==> config.mk <==
export PLATFORM = sky130hd
export DESIGN_NAME = afskc_win_mem
export DESIGN_NICKNAME = d
export VERILOG_FILES = /design/src/rtl/afskc_pkg.sv /design/src/rtl/afskc_win_mem.sv
export SDC_FILE = /design/constraint.sdc
export NUM_CORES = 1
export LEC_CHECK = 0
export BUFFER_PORTS_ARGS = -buffer_cell sky130_fd_sc_hd__buf_2
export CAP_MARGIN = 20
export CORE_ASPECT_RATIO = 2
export CORE_MARGIN = 10
export CORE_UTILIZATION = 26
export CTS_CLUSTER_SIZE = 24
export DETAILED_ROUTE_END_ITERATION = 12
export PLACE_DENSITY = 0.36
export REMOVE_ABC_BUFFERS = 1
export SETUP_SLACK_MARGIN = 0.3
export SLEW_MARGIN = 20
export SYNTH_ARGS = -nofsm -noshare
export SYNTH_HDL_FRONTEND = slang
export SYNTH_SLANG_ARGS = --single-unit
==> constraint.sdc <==
create_clock -name clk -period 7.82 [get_ports clk]
set_input_delay 2.346 -clock clk [delete_from_list [all_inputs] [get_ports clk]]
set_output_delay 2.346 -clock clk [all_outputs]
set_load 0.05 [all_outputs]
==> src/rtl/afskc_pkg.sv <==
// Shared types and constants for the AFSK correlator bit recovery core.
`default_nettype none

package afskc_pkg;

    // audio sample and table word widths
    localparam int SAMPLE_W = 16;
    localparam int WORD_W   = 16;
    localparam int PROD_W   = SAMPLE_W + WORD_W;

    // bit clock
    localparam int                  STEP_W           = 15;
    localparam int                  PHASE_W          = 16;
    localparam logic [STEP_W-1:0]   PHASE_STEP_RESET = 15'd3276;
    localparam logic [PHASE_W:0]    PHASE_HALF       = 17'h08000;

    // tone plan
    localparam longint unsigned AUDIO_FS   = 48000;
    localparam int unsigned     MARK_FREQ  = 1200;
    localparam int unsigned     SPACE_FREQ = 2200;

    // fixed-point constants for building the tone tables
    localparam longint unsigned Q30_ONE     = 64'd1 << 30;
    localparam longint unsigned HALF_PI_Q30 = 64'd1686629713;
    localparam longint unsigned Q15_MAX     = 64'd32767;

    // Taylor series divisors: sine (2k)(2k+1), cosine (2k-1)(2k)
    localparam longint unsigned S_DIV1 = 6;
    localparam longint unsigned S_DIV2 = 20;
    localparam longint unsigned S_DIV3 = 42;
    localparam longint unsigned S_DIV4 = 72;
    localparam longint unsigned S_DIV5 = 110;
    localparam longint unsigned C_DIV1 = 2;
    localparam longint unsigned C_DIV2 = 12;
    localparam longint unsigned C_DIV3 = 30;
    localparam longint unsigned C_DIV4 = 56;
    localparam longint unsigned C_DIV5 = 90;

    // sequencer to correlator controls
    typedef struct packed {
        logic clear;      // zero the accumulators
        logic tap_valid;  // window data and tap index are valid this cycle
        logic sq_en;      // square the four sums
        logic cmp_en;     // compare mark and space energy
    } corr_ctrl_t;

    // bit clock result for one correlation
    typedef struct packed {
        logic emit;       // clock wrapped, a bit is produced
        logic data_bit;   // NRZI-decoded bit
    } dpll_res_t;

endpackage

`default_nettype wire

==> src/rtl/afskc_win_mem.sv <==
// Sample window memory: one write port, one registered read port.
`default_nettype none

module afskc_win_mem #(
    parameter int DEPTH = 40,
    parameter int AW    = 6
) (
    input  wire logic                              clk,
    input  wire logic                              we,
    input  wire logic [AW-1:0]                     waddr,
    input  wire logic signed [afskc_pkg::SAMPLE_W-1:0] wdata,
    input  wire logic [AW-1:0]                     raddr,
    output logic signed [afskc_pkg::SAMPLE_W-1:0]  rdata
);

    logic signed [afskc_pkg::SAMPLE_W-1:0] mem [DEPTH];

    always_ff @(posedge clk)
    begin
        if (we)
        begin
            mem[waddr] <= wdata;
        end
        rdata <= mem[raddr];
    end

endmodule

`default_nettype wire

==> impl_metrics.toml <==
[placed_design]
gp_congestion = 0.710
numPortBuffers = 45
hpwl_um = 45000
placed_cell_area_mm2 = 0.0275

[clocking]
numCtsBuffers = 60
h-tree-depth = 2
cts_resized = 0
worstSkewPairLatency_ns = 0.66
cts.path.max_buffers = 3
post-cts-setup-buffer-count = 0
cts_num_sinks = 656
holdBufCountCts = 0
cts_tree = "done"
cts-root-buf = "clkbuf_16"
clk_transition_reported_paths_ns = 0.07

[timing]
setup_viol = 0
relSlewSlack_pct = 30.3
rsz0062_at_grt = "false"
tightest_slew_ns = 1.05
fin_crit_sh_pct = 57.8
hold_viol = 0
timing.hold.ws_ns = 0.839
slew_violations = 0
fin_crit_ns = 4.52
maxClockFrequency_mhz = 221
fin_skew_ns = 0.0211
fin_tns_setup_ns = 0

[yosys]
synth_area_leaders = "edfxtp_1, mux2i_1, mux4_2"
ys.flop_type = "edfxtp_1"
yosys.cell_types.count = 32
syn_area_mm2 = 0.0256
syn_area_per_cell_um2 = 19.4
ys_seq_area_share_pct = 76.2
yosys_warnings = 0
synth_area_leader_cell = "edfxtp_1"
synth_most_common_cell = "edfxtp_1"
synth_edf_count = 640
netlist_top_cells_count = "edfxtp_1, mux2i_1, a22oi_1"
async_flop_share_pct = 0
synth_top_area_share_pct = 75.0
ys_seq_elements = 656
synthCells = 1318

[layout]
synthToLayoutAreaGrowth_pct = 15.3
nets = 1421
drive_above_1_share_pct = 20.8
nFillCells = 9593
fin_area_mm2 = 0.0295

[worst_setup_path]
timing.rr.start = "mem[20][0]"
path_class = "in2reg"
path_delay_family = "buffers and inverters"
crit_path_max_fanout = 86
start_kind = "input port"
worst_r2r_path_depth = 5
crit_path_end_kind = "flop"
r2r_slack_ns = 5.92
required_ns = 8.39
path_buf_inv = 3
cp_slowest_stage_delay_ns = 0.64
cp.arrival_ns = 5.09
path_cells = "buf_8, buf_4, buf_4, mux2i_1, a22o_1, a221oi_2, o22ai_1, o41ai_2"
path_common_cell = "buf_4"
timing.rr.end = "rdata[0]"
crit_path_top_delay_cell = "buf_8"

[power]
max-vdd-ir-drop_mv = 0.181
p_per_area_mw_per_mm2 = 251
p_leak_nw = 9.69

[floorplanning]
dieHeight_um = 464
row_count = 162
pin_count = 46
core_region_area_mm2 = 0.0977
die_x_um = 242
die_area_mm2 = 0.112
start_util_pct = 26.2

[detailed_routing]
ant_nets = 0
wl_um = 73200
first_pass_iters = 5
num_vias = 12400
drc = 0
vias_per_cell = 4.49
initialDrtViolationCount = 767
routedWlPerCell_um = 26.6

[min_path]
whs_path_depth = 4
hold_path.startpoint = "mem[22][14]"
hold_class = "reg2reg"
min_delay_worst_endpoint = "rdata[14]"

[global_routing]
grt_usage_pct = 12.9
grt_pass1_vias = 13200
grt_max_degree = 87
grt_antenna_before_repair = 8
grt_pass1_wl_um = 103000
gr-total-overflow = 0

[flow_run]
maxCapViolations = 0

[status]
outcome = "finished clean"
stage by stage:
| stage | instances | utilization, % | power, mW | setup slack, ns |
|---|---|---|---|---|
| after CTS | 2754 | 30.2 | 7.52 | 3.35 |
| after floorplan | 1239 | - | 4.17 | 2.19 |
| after detailed placement | 2641 | 28.2 | 4.42 | 2.61 |
| after global routing | 2756 | 30.2 | 7.66 | 3.21 |
| final | 2756 | 30.2 | 7.40 | 3.30 |
| after global placement | 2640 | 28.1 | 4.41 | 2.62 |
per-layer routing:
metal  track usage, %  share of wire [%]  up-vias
met5                0              0.092        -
li1                 -                  -     5533
met4             3.96                2.4       10
met3             1.91                2.9      108
met1             14.2                 39     6529
met2             24.8                 56      189
cell families (layout without fill, tap and decap cells):
kind of cell	Yosys count	count (layout)	synth area share (%)
other cells	0	2	0
flops	656	656	76.2
compound gates	192	192	6.51
buf+inv	79	203	2.26
simple gates	87	87	1.51
mux	304	304	13.5
registers in the layout, summed over array words and instances (netlist names):
signal / count
mem: 640
rdata: 16
layout by cell type, fill, tap and decap left out, types with 4 or more instances in the layout:
| cell | count |
|---|---|
| a22o_1 | 32 |
| clkbuf_16 | 62 |
| mux2i_1 | 256 |
| nand2b_1 | 4 |
| buf_12 | 4 |
| nand3_1 | 4 |
| clkinv_1 | 15 |
| buf_4 | 40 |
| a21oi_1 | 32 |
| dfxtp_1 | 16 |
| o22ai_1 | 16 |
| a221oi_2 | 17 |
| edfxtp_1 | 640 |
| mux4_2 | 32 |
| a221oi_1 | 15 |
| clkbuf_1 | 16 |
| nand2_1 | 23 |
| mux2_2 | 16 |
| nor2_4 | 13 |
| o41ai_2 | 16 |
| nor2_2 | 26 |
| clkinv_2 | 6 |
| a22oi_1 | 64 |
| bufinv_16 | 9 |
| buf_2 | 44 |
worst min-delay path, stage by stage (launching register included):
cell and delay (ns):
edfxtp_1 0.32, mux2i_1 0.06, a22oi_1 0.14, a21oi_1 0.10, o41ai_2 0.19
worst max path at each step:
stage                  start   endpoint  slack, ns  cells after the start
floorplan           raddr[2]  rdata[14]       2.19                      5
global placement    raddr[0]   rdata[8]       2.62                      8
detailed placement  raddr[0]   rdata[8]       2.61                      8
CTS                 raddr[0]   rdata[8]       3.35                      8
global route        raddr[0]   rdata[8]       3.21                      8
finish              raddr[0]   rdata[8]       3.30                      8
report_power, final:
part | total, mW | internal, mW | switching, mW
Sequential | 3.90 | 3.89 | 0.0129
Combinational | 0.424 | 0.130 | 0.293
Clock | 3.08 | 1.75 | 1.33
final cells by class:
cell class,count,area [um2],area share [%]
clock inverter,35,413,1.40
clock buffer,78,1610,5.45
sequential,656,19500,66.1
timing repair buffer,90,631,2.13
multi-input combinational,583,5710,19.3
antenna,2,5.00,0.0169
tap,1312,1640,5.56
(Power assumes the default switching activity.)
