==> src/rtl/afskc_pkg.sv <==
// Shared types and constants for the AFSK correlator bit recovery core.
`default_nettype none

package afskc_pkg;

    // audio sample and table word widths
    localparam int SAMPLE_W = 16;
    localparam int WORD_W   = 16;
    localparam int PROD_W   = SAMPLE_W + WORD_W;

    // bit clock
    localparam int                  STEP_W           = 15;
    localparam int                  PHASE_W          = 16;
    localparam logic [STEP_W-1:0]   PHASE_STEP_RESET = 15'd3276;
    localparam logic [PHASE_W:0]    PHASE_HALF       = 17'h08000;

    // tone plan
    localparam longint unsigned AUDIO_FS   = 48000;
    localparam int unsigned     MARK_FREQ  = 1200;
    localparam int unsigned     SPACE_FREQ = 2200;

    // fixed-point constants for building the tone tables
    localparam longint unsigned Q30_ONE     = 64'd1 << 30;
    localparam longint unsigned HALF_PI_Q30 = 64'd1686629713;
    localparam longint unsigned Q15_MAX     = 64'd32767;

    // Taylor series divisors: sine (2k)(2k+1), cosine (2k-1)(2k)
    localparam longint unsigned S_DIV1 = 6;
    localparam longint unsigned S_DIV2 = 20;
    localparam longint unsigned S_DIV3 = 42;
    localparam longint unsigned S_DIV4 = 72;
    localparam longint unsigned S_DIV5 = 110;
    localparam longint unsigned C_DIV1 = 2;
    localparam longint unsigned C_DIV2 = 12;
    localparam longint unsigned C_DIV3 = 30;
    localparam longint unsigned C_DIV4 = 56;
    localparam longint unsigned C_DIV5 = 90;

    // sequencer to correlator controls
    typedef struct packed {
        logic clear;      // zero the accumulators
        logic tap_valid;  // window data and tap index are valid this cycle
        logic sq_en;      // square the four sums
        logic cmp_en;     // compare mark and space energy
    } corr_ctrl_t;

    // bit clock result for one correlation
    typedef struct packed {
        logic emit;       // clock wrapped, a bit is produced
        logic data_bit;   // NRZI-decoded bit
    } dpll_res_t;

endpackage

`default_nettype wire

==> src/rtl/afskc_dpll.sv <==
// Phase accumulator bit clock with transition nudge and NRZI decode.
`default_nettype none

module afskc_dpll (
    input  wire logic                              clk,
    input  wire logic                              rst_n,
    input  wire logic                              en,
    input  wire logic                              tone,
    input  wire logic [afskc_pkg::STEP_W-1:0]      phase_step,
    output afskc_pkg::dpll_res_t                   res
);

    localparam int PW = afskc_pkg::PHASE_W;

    logic [1:0]    tone_hist_reg;
    logic [1:0]    tone_hist_next;
    logic [PW-1:0] bit_phase_reg;
    logic [PW:0]   nudged;
    logic [PW:0]   phase_sum;
    logic [PW:0]   thresh;
    logic [PW:0]   nudge;
    logic [1:0]    sampled_reg;
    logic [1:0]    sampled_next;

    always_comb
    begin
        tone_hist_next = {tone_hist_reg[0], tone};
        thresh         = afskc_pkg::PHASE_HALF - (PW+1)'(phase_step >> 1);
        nudge          = (PW+1)'(phase_step >> 3);
        nudged         = {1'b0, bit_phase_reg};
        if (tone_hist_next[1] ^ tone_hist_next[0])
        begin
            if (nudged < thresh)
            begin
                nudged = nudged + nudge;
            end
            else
            begin
                nudged = nudged - nudge;
            end
        end
        phase_sum     = nudged + (PW+1)'(phase_step);
        sampled_next  = {sampled_reg[0], tone_hist_next[0]};
        res.emit      = phase_sum[PW];
        res.data_bit  = ~(sampled_next[1] ^ sampled_next[0]);
    end

    always_ff @(posedge clk or negedge rst_n)
    begin
        if (!rst_n)
        begin
            tone_hist_reg <= '0;
            bit_phase_reg <= '0;
            sampled_reg   <= '0;
        end
        else if (en)
        begin
            tone_hist_reg <= tone_hist_next;
            bit_phase_reg <= phase_sum[PW-1:0];
            if (phase_sum[PW])
            begin
                sampled_reg <= sampled_next;
            end
        end
    end

endmodule

`default_nettype wire

==> config.mk <==
export PLATFORM = sky130hd
export DESIGN_NAME = afskc_dpll
export DESIGN_NICKNAME = d
export VERILOG_FILES = /design/src/rtl/afskc_pkg.sv /design/src/rtl/afskc_dpll.sv
export SDC_FILE = /design/constraint.sdc
export NUM_CORES = 1
export LEC_CHECK = 0
export BUFFER_PORTS_ARGS = -buffer_cell sky130_fd_sc_hd__buf_2
export CAP_MARGIN = 20
export CORE_ASPECT_RATIO = 1.5
export CORE_MARGIN = 2
export CORE_UTILIZATION = 50
export CTS_CLUSTER_SIZE = 14
export DETAILED_ROUTE_END_ITERATION = 6
export PLACE_DENSITY_LB_ADDON = 0.1
export SLEW_MARGIN = 5
export SYNTH_ARGS = -nofsm -noshare
export SYNTH_HDL_FRONTEND = slang
export SYNTH_SLANG_ARGS = --single-unit
==> constraint.sdc <==
create_clock -name clk -period 19 [get_ports clk]
set_clock_uncertainty 0.1 [all_clocks]
set_input_delay 2.85 -clock clk [delete_from_list [all_inputs] [get_ports clk]]
set_output_delay 2.85 -clock clk [all_outputs]
set_load 0.01 [all_outputs]
==> flow_summary.json <==
{
  "maxCapViolations": 0,
  "synthesis.nets": 461,
  "wl_per_cell_um": 17.37,
  "dp.cells": 478,
  "synth_ff_type": "dfrtp_1",
  "drv_slew": 0,
  "portBuffers": 20,
  "die_x_um": 68.98,
  "critPathMaxFanout": 18,
  "fin_crit_sh_pct": 68.77,
  "route.vias.total": 2932,
  "synth_top_family_by_area": "compound AO/OA/AOI/OAI gates",
  "critPathLaunchType": "primary input",
  "htree_levels": 1,
  "fillCellCount": 606,
  "drc_errors": 0,
  "cp_data_arrival_time_ns": 10.12,
  "hold_viol": 0,
  "cts_tree": "built",
  "maxSlewHeadroom_pct": 32.04,
  "layout.nets": 478,
  "grt-ovfl-total": 0,
  "fin_cells": 482,
  "grt_pass1_vias": 2797,
  "syn_area_per_cell_um2": 8.079,
  "tns_ns": 0,
  "netlist_top_cells_area": "ha_1, dfrtp_1, xor2_1, a21oi_1, xnor2_1",
  "grt_max_degree": 24,
  "clockBufferDepth": 2,
  "tightestPinTransition_ns": 1.006,
  "post_cts_buffers": 0,
  "worstSetupPathType": "in -> out",
  "synth-edff-count": 0,
  "cts_buffers": 3,
  "dp_hpwl_um": 6986,
  "synth-compound-area-share_pct": 26.75,
  "ios": 21,
  "synthMuxAreaShare_pct": 4.544,
  "syn_area_mm2": 0.003167,
  "endpoint_kind": "output port",
  "synth_warnings": 0,
  "hold_buffers": 0,
  "antenna_found_initial": 0,
  "grt_setup_unrepaired": "false",
  "syn2layout_area_growth_pct": 6.993,
  "synth_common_cells": "ha_1, a21oi_1, nand2_1",
  "ys_seq_area_share_pct": 14.22,
  "row_count": 35,
  "dpl_cell_area_mm2": 0.003333,
  "drtPass1Iterations": 4,
  "clk_pin_slew_ns": 0.07,
  "hold_class": "reg -> reg",
  "cts_resized": 0,
  "antenna_left": 0,
  "largest_reg_flops": 16,
  "setup_viol_count_final": 0,
  "synth_fa_ha_area_share_pct": 20.23,
  "synth_cell_types": 54,
  "required_ns": 16.05,
  "synthXorXnorAreaFrac_pct": 13.00,
  "synthSimpleGateAreaFrac_pct": 18.53,
  "synth_top_area_share_pct": 18.96,
  "drt_iter0_drc": 134,
  "place_congestion": 0.9152,
  "critPathMaxStageDelay_ns": 0.41,
  "final_area_mm2": 0.003388,
  "final_util_pct": 55.27,
  "ys_ff_latch": 18,
  "clock_latency_ns": 0.25,
  "netlist_instances": 392,
  "fmax_ghz": 0.07653,
  "drive_above_1_share_pct": 12.50,
  "drt-total-wl_um": 8371,
  "grt_pass1_wl_um": 13650,
  "diodes": 0,
  "outcome": "completed",
  "grtUsageTotal_pct": 25.84,
  "vias_per_cell": 6.083,
  "fp.dieArea_mm2": 0.006999,
  "yosysMostFrequentCell": "ha_1",
  "start_util_pct": 51.65,
  "synth_top_cell_by_area": "ha_1",
  "die_h_um": 101.5,
  "slowest_stage": "or3_2",
  "root_buffer": "clkbuf_8",
  "ys_async_sr_fraction_pct": 100.0,
  "period_needed_ns": 13.07,
  "core_area_mm2": 0.006131,
  "cts.sinks": 18
}
## cell type report
cell class | count | area (µm²) | area share [%]
Multi-Input combinational cell | 352 | 2630 | 77.62
Sequential cell | 18 | 450.4 | 13.29
Timing Repair Buffer | 22 | 115.1 | 3.397
Tap cell | 74 | 92.59 | 2.733
Clock buffer | 4 | 55.05 | 1.625
Inverter | 12 | 45.04 | 1.329
## cell families (layout without fill, tap and decap cells)
family / count (synthesis) / in the layout
mux: 13 / 13
xor+xnor: 47 / 47
fa+ha+maj: 50 / 50
simple gates: 118 / 118
flops: 18 / 18
buf+inv: 22 / 38
compound gates: 124 / 124
## layout by cell type, fill, tap and decap left out, drive strengths merged, types with 10 or more instances in the layout
| master | netlist | routed |
|---|---|---|
| ha | 48 | 48 |
| a21oi | 38 | 38 |
| nand2 | 35 | 35 |
| nor2 | 27 | 27 |
| xor2 | 27 | 27 |
| o21ai | 22 | 22 |
| buf | 2 | 22 |
| xnor2 | 20 | 20 |
| dfrtp | 18 | 18 |
| a21o | 18 | 18 |
| nor3 | 14 | 14 |
| inv | 12 | 12 |
| mux2 | 11 | 11 |
| a211oi | 10 | 10 |
## critical path: cells and delay by family
| family | cells | cell delay, ns |
|---|---|---|
| AOI/OAI and AO/OA | 14 | 3.08 |
| and+or+nand+nor | 10 | 2.64 |
| adders and majority gates | 3 | 0.91 |
| xor gates and xnor gates | 2 | 0.35 |
| buffers and inverters | 2 | 0.28 |
## stage by stage
stage	hold slack [ns]	worst slack [ns]
final	0.5093	5.934
after detailed placement	0.4933	6.006
after global placement	0.4909	6.277
after CTS	0.5118	5.967
after global routing	0.5290	5.388
after floorplan	0.4023	6.629
## worst paths after layout
kind	startpoint	end	slack, ns	depth (start not counted)
hold / removal	bit_phase_reg[10]$_DFFE_PN0P_	bit_phase_reg[10]$_DFFE_PN0P_	0.51	2
max in group asynchronous	rst_n	bit_phase_reg[3]$_DFFE_PN0P_	16.11	1
hold reg to reg	bit_phase_reg[10]$_DFFE_PN0P_	bit_phase_reg[10]$_DFFE_PN0P_	0.51	2
setup / recovery	phase_step[5]	res[1]	5.93	31
setup reg to reg	bit_phase_reg[10]$_DFFE_PN0P_	sampled_reg[0]$_DFFE_PN0P_	12.34	26
min in group asynchronous	rst_n	bit_phase_reg[15]$_DFFE_PN0P_	2.41	1
## per-layer routing
metal,global-route usage (%),part of all wire (%)
met1,27.71,37
met2,48.00,55
met3,3.556,2.7
met4,11.76,5.2
met5,0,0
Power is not shown: default switching activity piles up to over one toggle a cycle in this logic, so the estimate is an artifact.
